<file path="src/rtl/pls_pkg.sv">
// ----------------------------------------------------------------------------
// pls_pkg
// Shared constants, types and the point order for the point sorter.
// ----------------------------------------------------------------------------
package pls_pkg;

	localparam int MAX_POINTS = 1024;
	localparam int IDX_W      = $clog2(MAX_POINTS);
	localparam int CNT_W      = IDX_W + 1;
	localparam int COORD_W    = 32;
	localparam int PT_W       = 2 * COORD_W;
	localparam int SPAN_W     = 2 * IDX_W;

	localparam logic OPC_LOAD  = 1'b0;
	localparam logic OPC_FETCH = 1'b1;

	typedef enum logic [10:0] {
		S_LOAD   = 11'b000_0000_0001,
		S_FETCH  = 11'b000_0000_0010,
		S_INIT   = 11'b000_0000_0100,
		S_POP    = 11'b000_0000_1000,
		S_RANGE  = 11'b000_0001_0000,
		S_PIVOT  = 11'b000_0010_0000,
		S_SCANI  = 11'b000_0100_0000,
		S_SCANJ  = 11'b000_1000_0000,
		S_SWAP   = 11'b001_0000_0000,
		S_PUSHHI = 11'b010_0000_0000,
		S_PUSHLO = 11'b100_0000_0000
	} state_t;

	typedef enum logic [3:0] {
		DP_NONE,
		DP_LOAD,
		DP_FETCH,
		DP_INIT,
		DP_POP,
		DP_RANGE,
		DP_PIVOT,
		DP_SCAN_I,
		DP_SCAN_J,
		DP_SWAP,
		DP_PUSH_HI,
		DP_PUSH_LO
	} dp_op_t;

	typedef struct packed {
		dp_op_t op;
		logic   fetching;
	} dp_cmd_t;

	typedef struct packed {
		logic count_lt2;
		logic depth_zero;
		logic lo_ge_hi;
		logic i_more;
		logic j_more;
		logic i_ge_j;
		logic out_busy;
	} dp_status_t;

	// Point a sorts before point b: by x, then by y, both signed.
	function automatic logic pt_before(input logic [PT_W-1:0] a, input logic [PT_W-1:0] b);
		logic signed [COORD_W-1:0] ax, ay, bx, by;
		ax = a[PT_W-1:COORD_W];
		ay = a[COORD_W-1:0];
		bx = b[PT_W-1:COORD_W];
		by = b[COORD_W-1:0];
		return (ax < bx) || ((ax == bx) && (ay < by));
	endfunction

endpackage

</file>
<file path="src/rtl/pls_ctrl.sv">
// ----------------------------------------------------------------------------
// pls_ctrl
// Sequencer for loading, fetching and the stack-driven partition sort.
// ----------------------------------------------------------------------------
module pls_ctrl (
	input  logic                clk,
	input  logic                arst_n,
	input  logic                in_valid,
	output logic                in_stall,
	input  logic                op,
	input  logic                last_point,
	input  pls_pkg::dp_status_t st,
	output pls_pkg::dp_cmd_t    cmd
);
	import pls_pkg::*;

	state_t state_q, state_d;
	logic   idle;
	logic   acc;

	assign idle     = (state_q == S_LOAD) || (state_q == S_FETCH);
	assign in_stall = !idle || st.out_busy;
	assign acc      = in_valid && !in_stall;

	always_comb begin
		state_d      = state_q;
		cmd.op       = DP_NONE;
		cmd.fetching = (state_q == S_FETCH);
		unique case (state_q)
			S_LOAD, S_FETCH: begin
				if (acc) begin
					if (op == OPC_LOAD) begin
						cmd.op = DP_LOAD;
						state_d = last_point ? S_INIT : S_LOAD;
					end else begin
						cmd.op = DP_FETCH;
					end
				end
			end
			S_INIT: begin
				cmd.op = DP_INIT;
				state_d = st.count_lt2 ? S_FETCH : S_POP;
			end
			S_POP: begin
				if (st.depth_zero) begin
					state_d = S_FETCH;
				end else begin
					cmd.op = DP_POP;
					state_d = S_RANGE;
				end
			end
			S_RANGE: begin
				cmd.op = DP_RANGE;
				state_d = st.lo_ge_hi ? S_POP : S_PIVOT;
			end
			S_PIVOT: begin
				cmd.op = DP_PIVOT;
				state_d = S_SCANI;
			end
			S_SCANI: begin
				cmd.op = DP_SCAN_I;
				if (!st.i_more) begin
					state_d = S_SCANJ;
				end
			end
			S_SCANJ: begin
				cmd.op = DP_SCAN_J;
				if (!st.j_more) begin
					state_d = st.i_ge_j ? S_PUSHHI : S_SWAP;
				end
			end
			S_SWAP: begin
				cmd.op = DP_SWAP;
				state_d = S_SCANI;
			end
			S_PUSHHI: begin
				cmd.op = DP_PUSH_HI;
				state_d = S_PUSHLO;
			end
			S_PUSHLO: begin
				cmd.op = DP_PUSH_LO;
				state_d = S_POP;
			end
			default: begin
				state_d = S_LOAD;
			end
		endcase
	end

	always_ff @(posedge clk or negedge arst_n) begin
		if (!arst_n) begin
			state_q <= S_LOAD;
		end else begin
			state_q <= state_d;
		end
	end

endmodule

</file>
<file path="config.mk">
export PLATFORM = sky130hd
export DESIGN_NAME = pls_ctrl
export DESIGN_NICKNAME = d
export VERILOG_FILES = /design/src/rtl/pls_pkg.sv /design/src/rtl/pls_ctrl.sv
export SDC_FILE = /design/constraint.sdc
export NUM_CORES = 1
export LEC_CHECK = 0
export BUFFER_PORTS_ARGS = -buffer_cell sky130_fd_sc_hd__buf_4
export CAP_MARGIN = 20
export CELL_PAD_IN_SITES_DETAIL_PLACEMENT = 1
export CELL_PAD_IN_SITES_GLOBAL_PLACEMENT = 1
export CORE_ASPECT_RATIO = 1.5
export CORE_UTILIZATION = 43
export CTS_CLUSTER_SIZE = 25
export DETAILED_ROUTE_END_ITERATION = 7
export PLACE_DENSITY = 0.81
export SLEW_MARGIN = 30
export SYNTH_ARGS = -nofsm -noshare
export SYNTH_HDL_FRONTEND = slang
export SYNTH_SLANG_ARGS = --single-unit
</file>
<file path="constraint.sdc">
create_clock -name clk -period 2.49 [get_ports clk]
set_input_delay 0.3735 -clock clk [delete_from_list [all_inputs] [get_ports clk]]
set_output_delay 0.3735 -clock clk [all_outputs]
set_load 0.01 [all_outputs]
</file>
======== Word-level counts from Yosys, hierarchy flattened ========
Index checks and enable logic that the tools add are counted.
Widths: inputs -> output; s select.
cells by class
  equality and inequality tests ........... 15
  multiplexer cells ....................... 14
  reduce and logical (&&, ||, !) cells .... 8
operator list
  operator              count
  $pmux 11 s9           1
  $mux 11               4
  $pmux 4 s10           1
  $eq 11x1->1 const B   1
  $eq 11x10->1 const B  1
  $eq 11x11->1 const B  1
  $eq 11x2->1 const B   1
  $eq 11x3->1 const B   1
  $eq 11x4->1 const B   1
  $eq 11x5->1 const B   1
  $eq 11x6->1 const B   1
  $eq 11x7->1 const B   1
  $eq 11x8->1 const B   1
  $eq 11x9->1 const B   1
  $mux 10               1
  $ne 2x2->1 const B    4
  $mux 3                2
  $mux 6                1
  $mux 5                1
  $mux 2                2
  $mux 4                1
  $reduce_and 4->1      1
  $reduce_or 2->1       2
  $logic_not 1->1       2
  other kinds (2)       3
word-level totals
  register bits after elaboration ......... 11
  input bits .............................. 12
  output and inout bits ................... 6
  word-level logic and storage cells ...... 38

======== Depth between registers and ports, before layout ========
Gate-level depths: netlist of the first run.
  depth after elaboration ................. 8
  gate-level depth with buffers ........... 6
  depth with buffers taken out ............ 5

======== Least setup slack after synthesis of the first run ========
Ideal clock, no wire load.
  kind .................................... reg-to-output
  from .................................... register state_q[5]
  to ...................................... output port cmd[3] in the netlist's numbering
  arrival time ............................ 1.437 ns
  data required time ...................... 2.117 ns
  slack ................................... 0.679 ns
  cell stages (with the launch flop) ...... 7
  buffers on the path ..................... 1
  path through ............................ dfrtp_1 buf_6 nor4_4 nand2_1 nor2_4 nand3_1 o32ai_1
RTL lines
  item                      RTL line        source
  start: declaration        pls_ctrl.sv:17  state_t state_q, state_d;
  start signal: assignment  pls_ctrl.sv:94  state_q <= state_d;
  end: declaration          pls_ctrl.sv:13  output pls_pkg::dp_cmd_t cmd

==> impl_metrics.sql, run 1 <==
INSERT INTO impl_metrics (metric_group, metric, value, unit) VALUES
('floorplanning', 'initial_util', '0.462', ''),
('global_route', 'global_route_wire_length_before_repair', '4.00', 'mm'),
('detailed_routing', 'post_drt_via_cell_ratio', '5.97', ''),
('clocking', 'htreeDepth', '1', ''),
('yosys', 'synth.distinct_cells', '43', ''),
('worst_setup_path', 'arrival', '2.00', 'ns'),
('cells_and_area', 'area.growth.synth_to_final', '15.4', '%'),
('cells_and_area', 'largest_registers', 'state_q (11)', ''),
('yosys', 'synth_nets', '124', ''),
('worst_setup_path', 'longest_individual_stage_delay_on_the_worst_path', '0.59', 'ns'),
('clocking', 'clock_sink_count', '11', ''),
('yosys', 'ys.warnings.count', '0', ''),
('clocking', 'cts.path.max_buffers', '2', ''),
('worst_setup_path', 'crit_path_cell_trace', 'nor4_4, nand2_1, nor2_1, a31oi_1, o21ai_0, buf_4', ''),
('detailed_routing', 'drc', '0', ''),
('pwr', 'seqPwrFrac', '0.313', ''),
('cells_and_area', 'largest_register_ffs', '11', ''),
('timing', 'tightestPinTransition', '0.562', 'ns'),
('cells_and_area', 'fill_cell_count', '257', ''),
('yosys', 'synthesized_area_per_cell', '8.57', 'sq um'),
('worst_setup_path', 'criticalPathCategory', 'reg2out', ''),
('worst_setup_path', 'critPathTopFamily', 'simple AND/OR/NAND/NOR gates', ''),
('yosys', 'synth-async-reset-ratio', '1.00', ''),
('cells_and_area', 'register_area', '277', 'sq um'),
('worst_setup_path', 'critical_path.startpoint_type', 'flip-flop', ''),
('detailed_routing', 'wirelength', '2.51', 'mm'),
('global_route', 'grt_overflow', '0', ''),
('detailed_routing', 'detail_route.first_pass.iterations', '4', ''),
('clocking', 'cts-root-buf', 'sky130_fd_sc_hd__clkbuf_4', ''),
('cells_and_area', 'post_route_cells_drive_above_1_share', '0.271', ''),
('pwr', 'switching_power', '0.393', 'mW'),
('worst_setup_path', 'timing.critical_path.slowest_stage_cell', 'sky130_fd_sc_hd__dfrtp_1', ''),
('yosys', 'ys_ff_latch', '11', ''),
('place', 'preCtsSetupSlack', '0.394', 'ns'),
('clocking', 'clkTransAtPathRegs', '0.07', 'ns'),
('timing', 'timing.slew.headroom', '0.625', ''),
('run', 'drv.max_cap_violation_count', '0', ''),
('pwr', 'power_density', '789', 'nW/um^2'),
('yosys', 'synth_area', '960', 'sq um'),
('pwr', 'design_power_total', '0.874', 'mW'),
('yosys', 'top_reg_cell_synth', 'sky130_fd_sc_hd__dfrtp_1', ''),
('timing', 'max_freq', '421', 'MHz'),
('pwr', 'power_switching_share', '0.450', ''),
('worst_setup_path', 'worst_path_fanout_max', '15', ''),
('detailed_routing', 'average_wire_length_per_cell_after_detail_routing', '16.6', 'um'),
('global_route', 'grtUsageTotal', '0.248', ''),
('cells_and_area', 'num_antenna_cells', '0', ''),
('detailed_routing', 'drtAntennaViolNets', '0', ''),
('timing', 'report.final.slew_viol_count', '0', ''),
('clocking', 'worstSkewPairLatency', '0.28', 'ns'),
('pwr', 'leakagePower', '0.492', 'nW'),
('detailed_routing', 'drt_iter0_drc', '22', ''),
('place', 'gpl.final_weighted_congestion', '0.802', ''),
('timing', 'min_period_over_period', '0.953', ''),
('timing', 'worst_slack', '0.117', 'ns'),
('floorplanning', 'dieWidth', '40.6', 'um'),
('outcome', 'run_status', 'finished clean', ''),
('clocking', 'tritoncts', 'done', ''),
('yosys', 'synth.area.top_cells', 'sky130_fd_sc_hd__dfrtp_1, sky130_fd_sc_hd__nor2_1, sky130_fd_sc_hd__nor4_4', ''),
('clocking', 'ctsResizeCount', '0', ''),
('yosys', 'syn_inst', '112', ''),
('timing', 'clock-skew-final', '0.00406', 'ns'),
('yosys', 'synth_edf_count', '0', ''),
('floorplanning', 'die_area', '2430', 'sq um'),
('timing', 'setup_viol', '0', ''),
('min_path', 'hp-class', 'in2reg', ''),
('yosys', 'ys_seq_area_frac', '0.288', ''),
('place', 'port-buffer-count', '17', ''),
('floorplanning', 'rows', '20', ''),
('timing', 'hold-worst-slack', '0.246', 'ns'),
('place', 'detailed_place_hpwl', '1.94', 'mm');
cells by family (layout without fill, tap and decap cells):
logic type | count (synthesis) | count (layout) | synth area share
buffers and inverters | 13 | 30 | 0.0926
muxes | 3 | 3 | 0.0326
and+or+nand+nor | 58 | 58 | 0.360
DFF | 11 | 11 | 0.288
xor gates and xnor gates | 7 | 7 | 0.0639
AOI/OAI and AO/OA | 20 | 20 | 0.163
power by group through the flow:
stage | logic, mW | clock network, mW | registers [mW]
after global routing | 0.518 | 0.136 | 0.280
after CTS | 0.474 | 0.127 | 0.272
after global placement | 0.458 | 0 | 0.272
after floorplan | 0.385 | 0 | 0.229
final | 0.471 | 0.129 | 0.273
after detailed placement | 0.470 | 0 | 0.275
worst paths after layout:
kind / from / end / slack (ns) / cells after the start
setup / recovery: state_q[6]$_DFFE_PN0P_ / cmd[2] / 0.12 / 6
hold reg to reg: state_q[0]$_DFFE_PN1P_ / state_q[0]$_DFFE_PN1P_ / 0.58 / 1
max in group asynchronous: arst_n / state_q[0]$_DFFE_PN1P_ / 1.80 / 2
setup reg to reg: state_q[2]$_DFFE_PN0P_ / state_q[2]$_DFFE_PN0P_ / 0.53 / 4
min in group asynchronous: arst_n / state_q[1]$_DFFE_PN0P_ / 0.46 / 2
hold / removal: st[1] / state_q[8]$_DFFE_PN0P_ / 0.25 / 2
final cells by class:
cell class / instances / area share
Inverter: 4 / 0.0136
Sequential cell: 11 / 0.250
Timing Repair Buffer: 22 / 0.151
Multi-Input combinational cell: 88 / 0.537
Clock buffer: 4 / 0.0237
Tap cell: 22 / 0.0249
placed cells by master, fill, tap and decap left out, drive strengths merged, types with 3 or more instances in the layout:
master / n
nand2: 9
nor2b: 4
nand4: 3
nor3: 5
nand3: 5
inv: 4
dfrtp: 10
o21ai: 5
buf: 21
nor4b: 4
clkbuf: 4
nor2: 19
xnor2: 3
xor2: 4
synthesized netlist by cell type (2+ instances only):
| library cell | instances |
|---|---|
| sky130_fd_sc_hd__nand3_1 | 5 |
| sky130_fd_sc_hd__nand2_1 | 9 |
| sky130_fd_sc_hd__nand4_1 | 3 |
| sky130_fd_sc_hd__buf_6 | 2 |
| sky130_fd_sc_hd__nor2b_1 | 4 |
| sky130_fd_sc_hd__o22ai_1 | 2 |
| sky130_fd_sc_hd__mux2i_1 | 2 |
| sky130_fd_sc_hd__xor2_1 | 4 |
| sky130_fd_sc_hd__dfrtp_1 | 10 |
| sky130_fd_sc_hd__buf_2 | 2 |
| sky130_fd_sc_hd__nor2_1 | 18 |
| sky130_fd_sc_hd__xnor2_1 | 3 |
| sky130_fd_sc_hd__nor4b_1 | 4 |
| sky130_fd_sc_hd__inv_1 | 4 |
| sky130_fd_sc_hd__buf_4 | 3 |
| sky130_fd_sc_hd__nor3_1 | 4 |
| sky130_fd_sc_hd__a22oi_1 | 2 |
| sky130_fd_sc_hd__nor4_4 | 2 |
| sky130_fd_sc_hd__and3_1 | 2 |
| sky130_fd_sc_hd__o21ai_0 | 4 |
layer usage:
metal / GRT usage / vias up / share of wire
met5: 0 / - / 0
met4: 0.129 / 0 / 0.030
met3: 0.0335 / 7 / 0.018
met2: 0.385 / 14 / 0.52
met1: 0.321 / 444 / 0.43
li1: - / 437 / -
per-stage QoR:
stage | setup TNS [ns] | instances | util | instance area (sq um)
after CTS | 0 | 149 | 0.526 | 1090
after floorplan | 0 | 112 | - | 960
final | 0 | 151 | 0.533 | 1110
after detailed placement | 0 | 144 | 0.508 | 1060
after global routing | -0.0235 | 151 | 0.533 | 1110
after global placement | 0 | 144 | 0.508 | 1060
worst register-to-register path, stage by stage, from the launching register on:
cell,delay [ns]
sky130_fd_sc_hd__dfrtp_1,0.51
sky130_fd_sc_hd__nor4_4,0.49
sky130_fd_sc_hd__nand3_1,0.32
sky130_fd_sc_hd__o22a_2,0.33
sky130_fd_sc_hd__and3_1,0.20
timing repair:
action | CTS | global route
setup buffers | 0 | 2
hold buffers | 1 | 0
endpoints found under the hold margin | 10 | 0
endpoints found under the setup margin | 0 | 3
No activity file was read; power rests on OpenSTA's default activity.
==> run 2, diff against run 1 <==
--- a/config.mk
+++ b/config.mk
@@ -5,12 +5,12 @@
 export SDC_FILE = /design/constraint.sdc
 export NUM_CORES = 1
 export LEC_CHECK = 0
+export ABC_AREA = 1
 export BUFFER_PORTS_ARGS = -buffer_cell sky130_fd_sc_hd__buf_4
-export CAP_MARGIN = 20
 export CELL_PAD_IN_SITES_DETAIL_PLACEMENT = 1
 export CELL_PAD_IN_SITES_GLOBAL_PLACEMENT = 1
 export CORE_ASPECT_RATIO = 1.5
-export CORE_UTILIZATION = 43
+export CORE_UTILIZATION = 39
 export CTS_CLUSTER_SIZE = 25
 export DETAILED_ROUTE_END_ITERATION = 7
 export PLACE_DENSITY = 0.81
==> impl_metrics.sql, run 2 <==
INSERT INTO impl_metrics (metric_group, metric, value, unit) VALUES
('global_route', 'grt_antenna_before_repair', '0', ''),
('cells_and_area', 'mostFrequentLayoutCell', 'sky130_fd_sc_hd__nand2_1', ''),
('worst_setup_path', 'critical_path.endpoint_type', 'output port', ''),
('yosys', 'post-synth-top-count-cell', 'sky130_fd_sc_hd__nand2_1', ''),
('timing', 'max_freq', '444', 'MHz'),
('detailed_routing', 'maxUsedRoutingLayer', 'met4', ''),
('clocking', 'ctsResizeCount', '0', ''),
('yosys', 'synth_nets', '121', ''),
('detailed_routing', 'm1WireLength', '722', 'um'),
('clocking', 'clock_sink_count', '11', ''),
('clocking', 'htreeDepth', '1', ''),
('cells_and_area', 'num_antenna_cells', '0', ''),
('floorplanning', 'initial_util', '0.415', ''),
('detailed_routing', 'drtAntennaViolNets', '0', ''),
('clocking', 'cts_hold_repair.buffers', '1', ''),
('yosys', 'synth_edf_count', '0', ''),
('floorplanning', 'die_height', '56.0', 'um'),
('pwr', 'comb_power_share', '0.539', ''),
('detailed_routing', 'post_drt_via_cell_ratio', '5.13', ''),
('pwr', 'share_clk_of_total_power', '0.164', ''),
('floorplanning', 'core_area', '1830', 'sq um'),
('timing', 'setup_viol', '0', ''),
('clocking', 'worstSkewPairLatency', '0.28', 'ns'),
('clocking', 'cts.repair_timing.setup_buffer_count', '0', ''),
('timing', 'report.final.slew_viol_count', '0', ''),
('timing', 'min_period_over_period', '0.905', ''),
('detailed_routing', 'drc', '0', ''),
('cells_and_area', 'largest_register_ffs', '11', ''),
('detailed_routing', 'drt_iter0_drc', '7', ''),
('cells_and_area', 'fill_cell_count', '249', ''),
('pwr', 'cell_internal_pwr', '0.432', 'mW'),
('yosys', 'top_reg_cell_synth', 'sky130_fd_sc_hd__dfrtp_1', ''),
('cells_and_area', 'num-nets-final', '144', ''),
('worst_setup_path', 'timing.reg2reg.setup_slack', '0.96', 'ns'),
('place', 'port-buffer-count', '17', ''),
('cells_and_area', 'largest_register', 'state_q', ''),
('outcome', 'run_status', 'finished clean', ''),
('yosys', 'synth_common_cells', 'sky130_fd_sc_hd__nand2_1, sky130_fd_sc_hd__nor2_1, sky130_fd_sc_hd__inv_1', ''),
('floorplanning', 'dieWidth', '38.0', 'um'),
('clocking', 'numCtsBuffers', '3', ''),
('worst_setup_path', 'critical_path.startpoint_type', 'flip-flop', ''),
('pwr', 'seqPwrFrac', '0.297', ''),
('global_route', 'first_global_vias', '876', ''),
('cells_and_area', 'register_area', '277', 'sq um'),
('global_route', 'grt_overflow', '0', ''),
('yosys', 'ys_seq_area_frac', '0.364', ''),
('timing', 'post-route-min-period', '2.25', 'ns'),
('detailed_routing', 'wirelength', '2.03', 'mm'),
('cells_and_area', 'area.growth.synth_to_final', '25.0', '%'),
('timing', 'clock-skew-final', '0.00358', 'ns'),
('place', 'placedInstanceArea', '913', 'sq um'),
('cells_and_area', 'multiInputGateArea', '415', 'sq um'),
('place', 'gpl.final_weighted_congestion', '0.841', ''),
('worst_setup_path', 'worst_path_fanout_max', '4', ''),
('clocking', 'clkTransAtPathRegs', '0.07', 'ns'),
('pwr', 'vdd.ir_drop.worst', '0.541', 'mV'),
('cells_and_area', 'mostFrequentLayoutCells', 'sky130_fd_sc_hd__nand2_1, sky130_fd_sc_hd__buf_4, sky130_fd_sc_hd__nor2_1', ''),
('floorplanning', 'rows', '19', ''),
('yosys', 'synthesized_area_per_cell', '6.97', 'sq um'),
('yosys', 'synth_top_cell_by_area', 'sky130_fd_sc_hd__dfrtp_1', ''),
('yosys', 'syn_inst', '109', ''),
('yosys', 'synth.distinct_cells', '22', ''),
('timing', 'grt_setup_unrepaired', 'false', ''),
('floorplanning', 'die_area', '2130', 'sq um'),
('yosys', 'synth.area.top_cells', 'sky130_fd_sc_hd__dfrtp_1, sky130_fd_sc_hd__nand2_1, sky130_fd_sc_hd__nor2_1', ''),
('detailed_routing', 'detail_route.first_pass.iterations', '4', ''),
('yosys', 'synth_area', '759', 'sq um'),
('yosys', 'ys.warnings.count', '0', ''),
('timing', 'timing.slew.headroom', '0.783', ''),
('pwr', 'power_density', '835', 'nW/um^2'),
('min_path', 'hp-class', 'in2reg', ''),
('clocking', 'tritoncts', 'done', ''),
('place', 'placedCellCount', '147', ''),
('pwr', 'power_switching_share', '0.455', ''),
('cells_and_area', 'instances_no_fill', '152', ''),
('detailed_routing', 'overall_via_count_from_detail_route', '779', ''),
('cells_and_area', 'fin_area', '950', 'sq um'),
('clocking', 'cts.path.max_buffers', '2', ''),
('pwr', 'leakagePower', '0.542', 'nW'),
('timing', 'tightestPinTransition', '0.323', 'ns'),
('global_route', 'global_route_wire_length_before_repair', '3.53', 'mm'),
('cells_and_area', 'largest_registers', 'state_q (11)', ''),
('floorplanning', 'boundaryPins', '18', ''),
('yosys', 'ys_ff_latch', '11', ''),
('yosys', 'synth_top_area_share', '0.329', ''),
('detailed_routing', 'route.met3.wl', '55', 'um'),
('global_route', 'grt_max_degree', '12', ''),
('timing', 'timing.setup.tns', '0', 'ns'),
('timing', 'timing.final.hold_violations', '0', ''),
('detailed_routing', 'average_wire_length_per_cell_after_detail_routing', '13.3', 'um'),
('cells_and_area', 'post_route_cells_drive_above_1_share', '0.275', ''),
('place', 'detailed_place_hpwl', '1.70', 'mm'),
('global_route', 'grtUsageTotal', '0.235', ''),
('worst_setup_path', 'worst_path_required_time', '2.12', 'ns'),
('worst_setup_path', 'arrival', '1.88', 'ns'),
('run', 'drv.max_cap_violation_count', '0', ''),
('yosys', 'synth-async-reset-ratio', '1.00', ''),
('clocking', 'cts-root-buf', 'sky130_fd_sc_hd__clkbuf_4', ''),
('pwr', 'switching_power', '0.361', 'mW'),
('worst_setup_path', 'criticalPathCategory', 'reg2out', ''),
('pwr', 'design_power_total', '0.793', 'mW'),
('detailed_routing', 'met2_wirelength', '1.19', 'mm');
==> run 2: cell types whose count changed in the layout (fill, tap and decap cells not counted), sizes merged, moves of 3 or more <==
cell	change
xor2	-4
buf	-4
nand2	+24
nand3	+4
nor2b	-4
inv	+14
nor4b	-4
xnor2	-3
==> run 2: logic make-up (layout without fill, tap and decap cells) <==
logic type | count (synthesis) | after routing | synth area share
AND/OR/NAND/NOR | 72 | 72 | 0.455
buffers and inverters | 18 | 40 | 0.0890
flip-flops | 11 | 11 | 0.364
AO/OA/AOI/OAI | 8 | 8 | 0.0923
==> run 2: final cells by class <==
type | instances | share of cell area
inverter | 18 | 0.0711
sequential | 11 | 0.291
multi-input combinational | 80 | 0.437
clock buffer | 4 | 0.0277
tap | 21 | 0.0277
timing repair buffer | 18 | 0.145
==> run 2: worst max-delay path: stages, from the launching register on <==
cell and delay [ns]:
sky130_fd_sc_hd__dfrtp_1 0.41, sky130_fd_sc_hd__nor2_1 0.14, sky130_fd_sc_hd__nand2_1 0.13, sky130_fd_sc_hd__nor2_2 0.21, sky130_fd_sc_hd__inv_1 0.09, sky130_fd_sc_hd__nor2_1 0.17, sky130_fd_sc_hd__inv_1 0.11, sky130_fd_sc_hd__nand3_1 0.08
sky130_fd_sc_hd__nor2_1 0.04, sky130_fd_sc_hd__o31ai_1 0.06, sky130_fd_sc_hd__buf_4 0.16
==> run 2: power groups by stage <==
stage                     Clock, mW  Sequential, mW  Combinational, mW
after CTS                     0.135           0.236              0.437
after floorplan                   0           0.235              0.309
after global placement            0           0.238              0.418
after detailed placement          0           0.239              0.434
final                         0.130           0.236              0.427
after global routing          0.136           0.241              0.480
==> run 2: path summary, 6_finish.rpt <==
| kind | depth (start not counted) | endpoint | from |
|---|---|---|---|
| worst max-delay path | 10 | cmd[1] | state_q[9]$_DFFE_PN0P_ |
| worst max register to register | 10 | state_q[0]$_DFFE_PN1P_ | state_q[9]$_DFFE_PN0P_ |
| min in group asynchronous | 2 | state_q[6]$_DFFE_PN0P_ | arst_n |
| max in group asynchronous | 2 | state_q[0]$_DFFE_PN1P_ | arst_n |
| worst min-delay path | 2 | state_q[8]$_DFFE_PN0P_ | st[1] |
| worst min register to register | 2 | state_q[0]$_DFFE_PN1P_ | state_q[0]$_DFFE_PN1P_ |
==> run 2: routing by layer <==
layer / vias to the layer above / track usage
met1: 365 / 0.222
met4: 0 / 0.128
met2: 21 / 0.443
met3: 6 / 0.0240
li1: 387 / -
met5: - / 0
==> run 2: metrics by stage <==
step	setup WS [ns]	utilization	hold slack [ns]
3_3_place_gp	0.680	0.499	0.215
3_5_place_dp	0.543	0.499	0.219
4_1_cts	0.215	0.519	0.247
2_1_floorplan	0.726	-	0.0779
6_report	0.236	0.519	0.255
5_1_grt	0.0164	0.519	0.263
==> run 3, diff against run 2 <==
--- a/config.mk
+++ b/config.mk
@@ -9,7 +9,6 @@
 export BUFFER_PORTS_ARGS = -buffer_cell sky130_fd_sc_hd__buf_4
 export CELL_PAD_IN_SITES_DETAIL_PLACEMENT = 1
 export CELL_PAD_IN_SITES_GLOBAL_PLACEMENT = 1
-export CORE_ASPECT_RATIO = 1.5
 export CORE_UTILIZATION = 39
 export CTS_CLUSTER_SIZE = 25
 export DETAILED_ROUTE_END_ITERATION = 7
==> impl_metrics.sql, run 3 (synthesis results as in run 2) <==
INSERT INTO impl_metrics (metric_group, metric, value, unit) VALUES
('outcome', 'run_status', 'finished clean', ''),
('worst_setup_path', 'critical_path_depth', '10', ''),
('floorplanning', 'die_area', '2130', 'sq um'),
('clocking', 'worstSkewPairLatency', '0.27', 'ns'),
('global_route', 'grt_max_degree', '12', ''),
('global_route', 'grt_antenna_before_repair', '0', ''),
('global_route', 'first_global_vias', '751', ''),
('floorplanning', 'core_area', '1780', 'sq um'),
('clocking', 'tritoncts', 'done', ''),
('worst_setup_path', 'timing.critical_path.slowest_stage_cell', 'sky130_fd_sc_hd__dfrtp_1', ''),
('clocking', 'cts_hold_repair.buffers', '1', ''),
('timing', 'setup_viol', '0', ''),
('worst_setup_path', 'longest_individual_stage_delay_on_the_worst_path', '0.41', 'ns'),
('cells_and_area', 'final_util', '0.535', ''),
('pwr', 'power_density', '827', 'nW/um^2'),
('worst_setup_path', 'crit_path_cell_trace', 'nor2_1, nand2_1, nor2_2, inv_1, nor2_1, inv_1, nand3_1, nor2_1, o31ai_1, buf_4', ''),
('global_route', 'grtUsageTotal', '0.219', ''),
('timing', 'timing.slew.headroom', '0.761', ''),
('cells_and_area', 'post_route_cells_drive_above_1_share', '0.275', ''),
('run', 'drv.max_cap_violation_count', '0', ''),
('worst_setup_path', 'worst_path_fanout_max', '4', ''),
('global_route', 'grt_overflow', '0', ''),
('min_path', 'holdPathStages', '2', ''),
('clocking', 'ctsResizeCount', '0', ''),
('cells_and_area', 'num_antenna_cells', '0', ''),
('clocking', 'cts.repair_timing.setup_buffer_count', '0', ''),
('clocking', 'clkTransAtPathRegs', '0.07', 'ns'),
('clocking', 'numCtsBuffers', '3', ''),
('clocking', 'htreeDepth', '1', ''),
('floorplanning', 'dieWidth', '46.1', 'um'),
('cells_and_area', 'largest_registers', 'state_q (11)', ''),
('timing', 'timing.setup.tns', '0', 'ns'),
('clocking', 'cts.path.max_buffers', '2', ''),
('detailed_routing', 'drtAntennaViolNets', '0', ''),
('place', 'preCtsSetupSlack', '0.619', 'ns'),
('worst_setup_path', 'worst_path_required_time', '2.12', 'ns'),
('timing', 'post-route-min-period', '2.17', 'ns'),
('worst_setup_path', 'arrival', '1.80', 'ns'),
('detailed_routing', 'post_drt_via_cell_ratio', '4.90', ''),
('cells_and_area', 'num-nets-final', '144', ''),
('timing', 'timing.final.hold_violations', '0', ''),
('floorplanning', 'boundaryPins', '18', ''),
('worst_setup_path', 'worst_path_most_repeated_cell', 'sky130_fd_sc_hd__nor2_1', ''),
('clocking', 'cts-root-buf', 'sky130_fd_sc_hd__clkbuf_4', ''),
('timing', 'report.final.slew_viol_count', '0', ''),
('detailed_routing', 'detail_route.first_pass.iterations', '2', ''),
('pwr', 'vdd.ir_drop.worst', '0.505', 'mV'),
('worst_setup_path', 'reg2reg_depth', '10', ''),
('worst_setup_path', 'criticalPathCategory', 'reg2out', ''),
('pwr', 'leakagePower', '0.542', 'nW'),
('timing', 'min_period_over_period', '0.873', ''),
('timing', 'worst_slack', '0.317', 'ns'),
('timing', 'tightestPinTransition', '0.356', 'ns'),
('cells_and_area', 'largest_register', 'state_q', ''),
('timing', 'clock-skew-final', '0.00357', 'ns'),
('cells_and_area', 'area.growth.synth_to_final', '25.7', '%'),
('worst_setup_path', 'critical_path.startpoint_type', 'flip-flop', ''),
('worst_setup_path', 'timing.critical_path.buf_inv', '3', ''),
('timing', 'grt_setup_unrepaired', 'false', ''),
('clocking', 'clock_sink_count', '11', ''),
('worst_setup_path', 'critical_path.endpoint_type', 'output port', ''),
('cells_and_area', 'fill_cell_count', '248', ''),
('cells_and_area', 'mostFrequentLayoutCell', 'sky130_fd_sc_hd__nand2_1', ''),
('global_route', 'global_route_wire_length_before_repair', '3.19', 'mm'),
('cells_and_area', 'mostFrequentLayoutCells', 'sky130_fd_sc_hd__nand2_1, sky130_fd_sc_hd__buf_4, sky130_fd_sc_hd__nor2_1', ''),
('floorplanning', 'die_height', '46.1', 'um'),
('timing', 'max_freq', '460', 'MHz'),
('min_path', 'hp-class', 'in2reg', ''),
('pwr', 'design_power_total', '0.790', 'mW'),
('place', 'port-buffer-count', '17', ''),
('floorplanning', 'rows', '15', ''),
('detailed_routing', 'overall_via_count_from_detail_route', '765', ''),
('detailed_routing', 'average_wire_length_per_cell_after_detail_routing', '12.6', 'um'),
('detailed_routing', 'drc', '0', ''),
('detailed_routing', 'drt_iter0_drc', '6', ''),
('detailed_routing', 'wirelength', '1.96', 'mm'),
('place', 'gpl.final_weighted_congestion', '0.780', ''),
('floorplanning', 'initial_util', '0.426', ''),
('place', 'detailed_place_hpwl', '1.59', 'mm'),
('cells_and_area', 'largest_register_ffs', '11', ''),
('worst_setup_path', 'critPathTopFamily', 'simple AND/OR/NAND/NOR gates', '');
==> run 3: worst reg2reg max path, stage by stage (launching register included) <==
cell and delay (ns):
sky130_fd_sc_hd__dfrtp_1 0.42, sky130_fd_sc_hd__nor2_2 0.21, sky130_fd_sc_hd__nand2_2 0.13, sky130_fd_sc_hd__nor2_4 0.19, sky130_fd_sc_hd__nand2_4 0.10, sky130_fd_sc_hd__o21ai_2 0.15
sky130_fd_sc_hd__inv_2 0.06, sky130_fd_sc_hd__nand2_4 0.10, sky130_fd_sc_hd__inv_2 0.04, sky130_fd_sc_hd__nand2_1 0.05, sky130_fd_sc_hd__nand2_1 0.05
==> run 3: final cells by class <==
type / instances / area [sq um] / share of cell area
timing repair buffer: 18 / 138 / 0.144
tap: 25 / 31.3 / 0.0328
sequential: 11 / 277 / 0.290
multi-input combinational: 80 / 415 / 0.435
clock buffer: 4 / 26.3 / 0.0275
inverter: 18 / 67.6 / 0.0708
==> run 3: final timing paths <==
check / from / end / slack [ns]
worst max-delay path: state_q[9]$_DFFE_PN0P_ / cmd[1] / 0.32
worst min-delay path: st[4] / state_q[5]$_DFFE_PN0P_ / 0.25
worst max register to register: state_q[1]$_DFFE_PN0P_ / state_q[0]$_DFFE_PN1P_ / 0.94
worst min register to register: state_q[0]$_DFFE_PN1P_ / state_q[0]$_DFFE_PN1P_ / 0.50
max in group asynchronous: arst_n / state_q[0]$_DFFE_PN1P_ / 1.79
min in group asynchronous: arst_n / state_q[4]$_DFFE_PN0P_ / 0.47
==> run 3: stage by stage <==
stage	cells	hold WS, ns	cell area, sq um
6_report	156	0.254	955
5_1_grt	156	0.252	955
4_1_cts	156	0.254	955
3_5_place_dp	151	0.219	918
3_3_place_gp	151	0.217	918
2_1_floorplan	109	0.0779	759
==> run 3: where the power goes <==
part	internal (mW)	switching, mW
logic	0.160	0.270
clock network	0.0620	0.0604
registers	0.210	0.0277
==> run 3: metal layers <==
layer / global-route usage / share of wire / routed length [um] / vias to the layer above
li1: - / - / - / 385
met1: 0.269 / 0.48 / 940 / 355
met2: 0.363 / 0.47 / 927 / 18
met3: 0.0157 / 0.019 / 38 / 7
met4: 0.141 / 0.029 / 57 / 0
met5: 0 / 0 / 0 / -
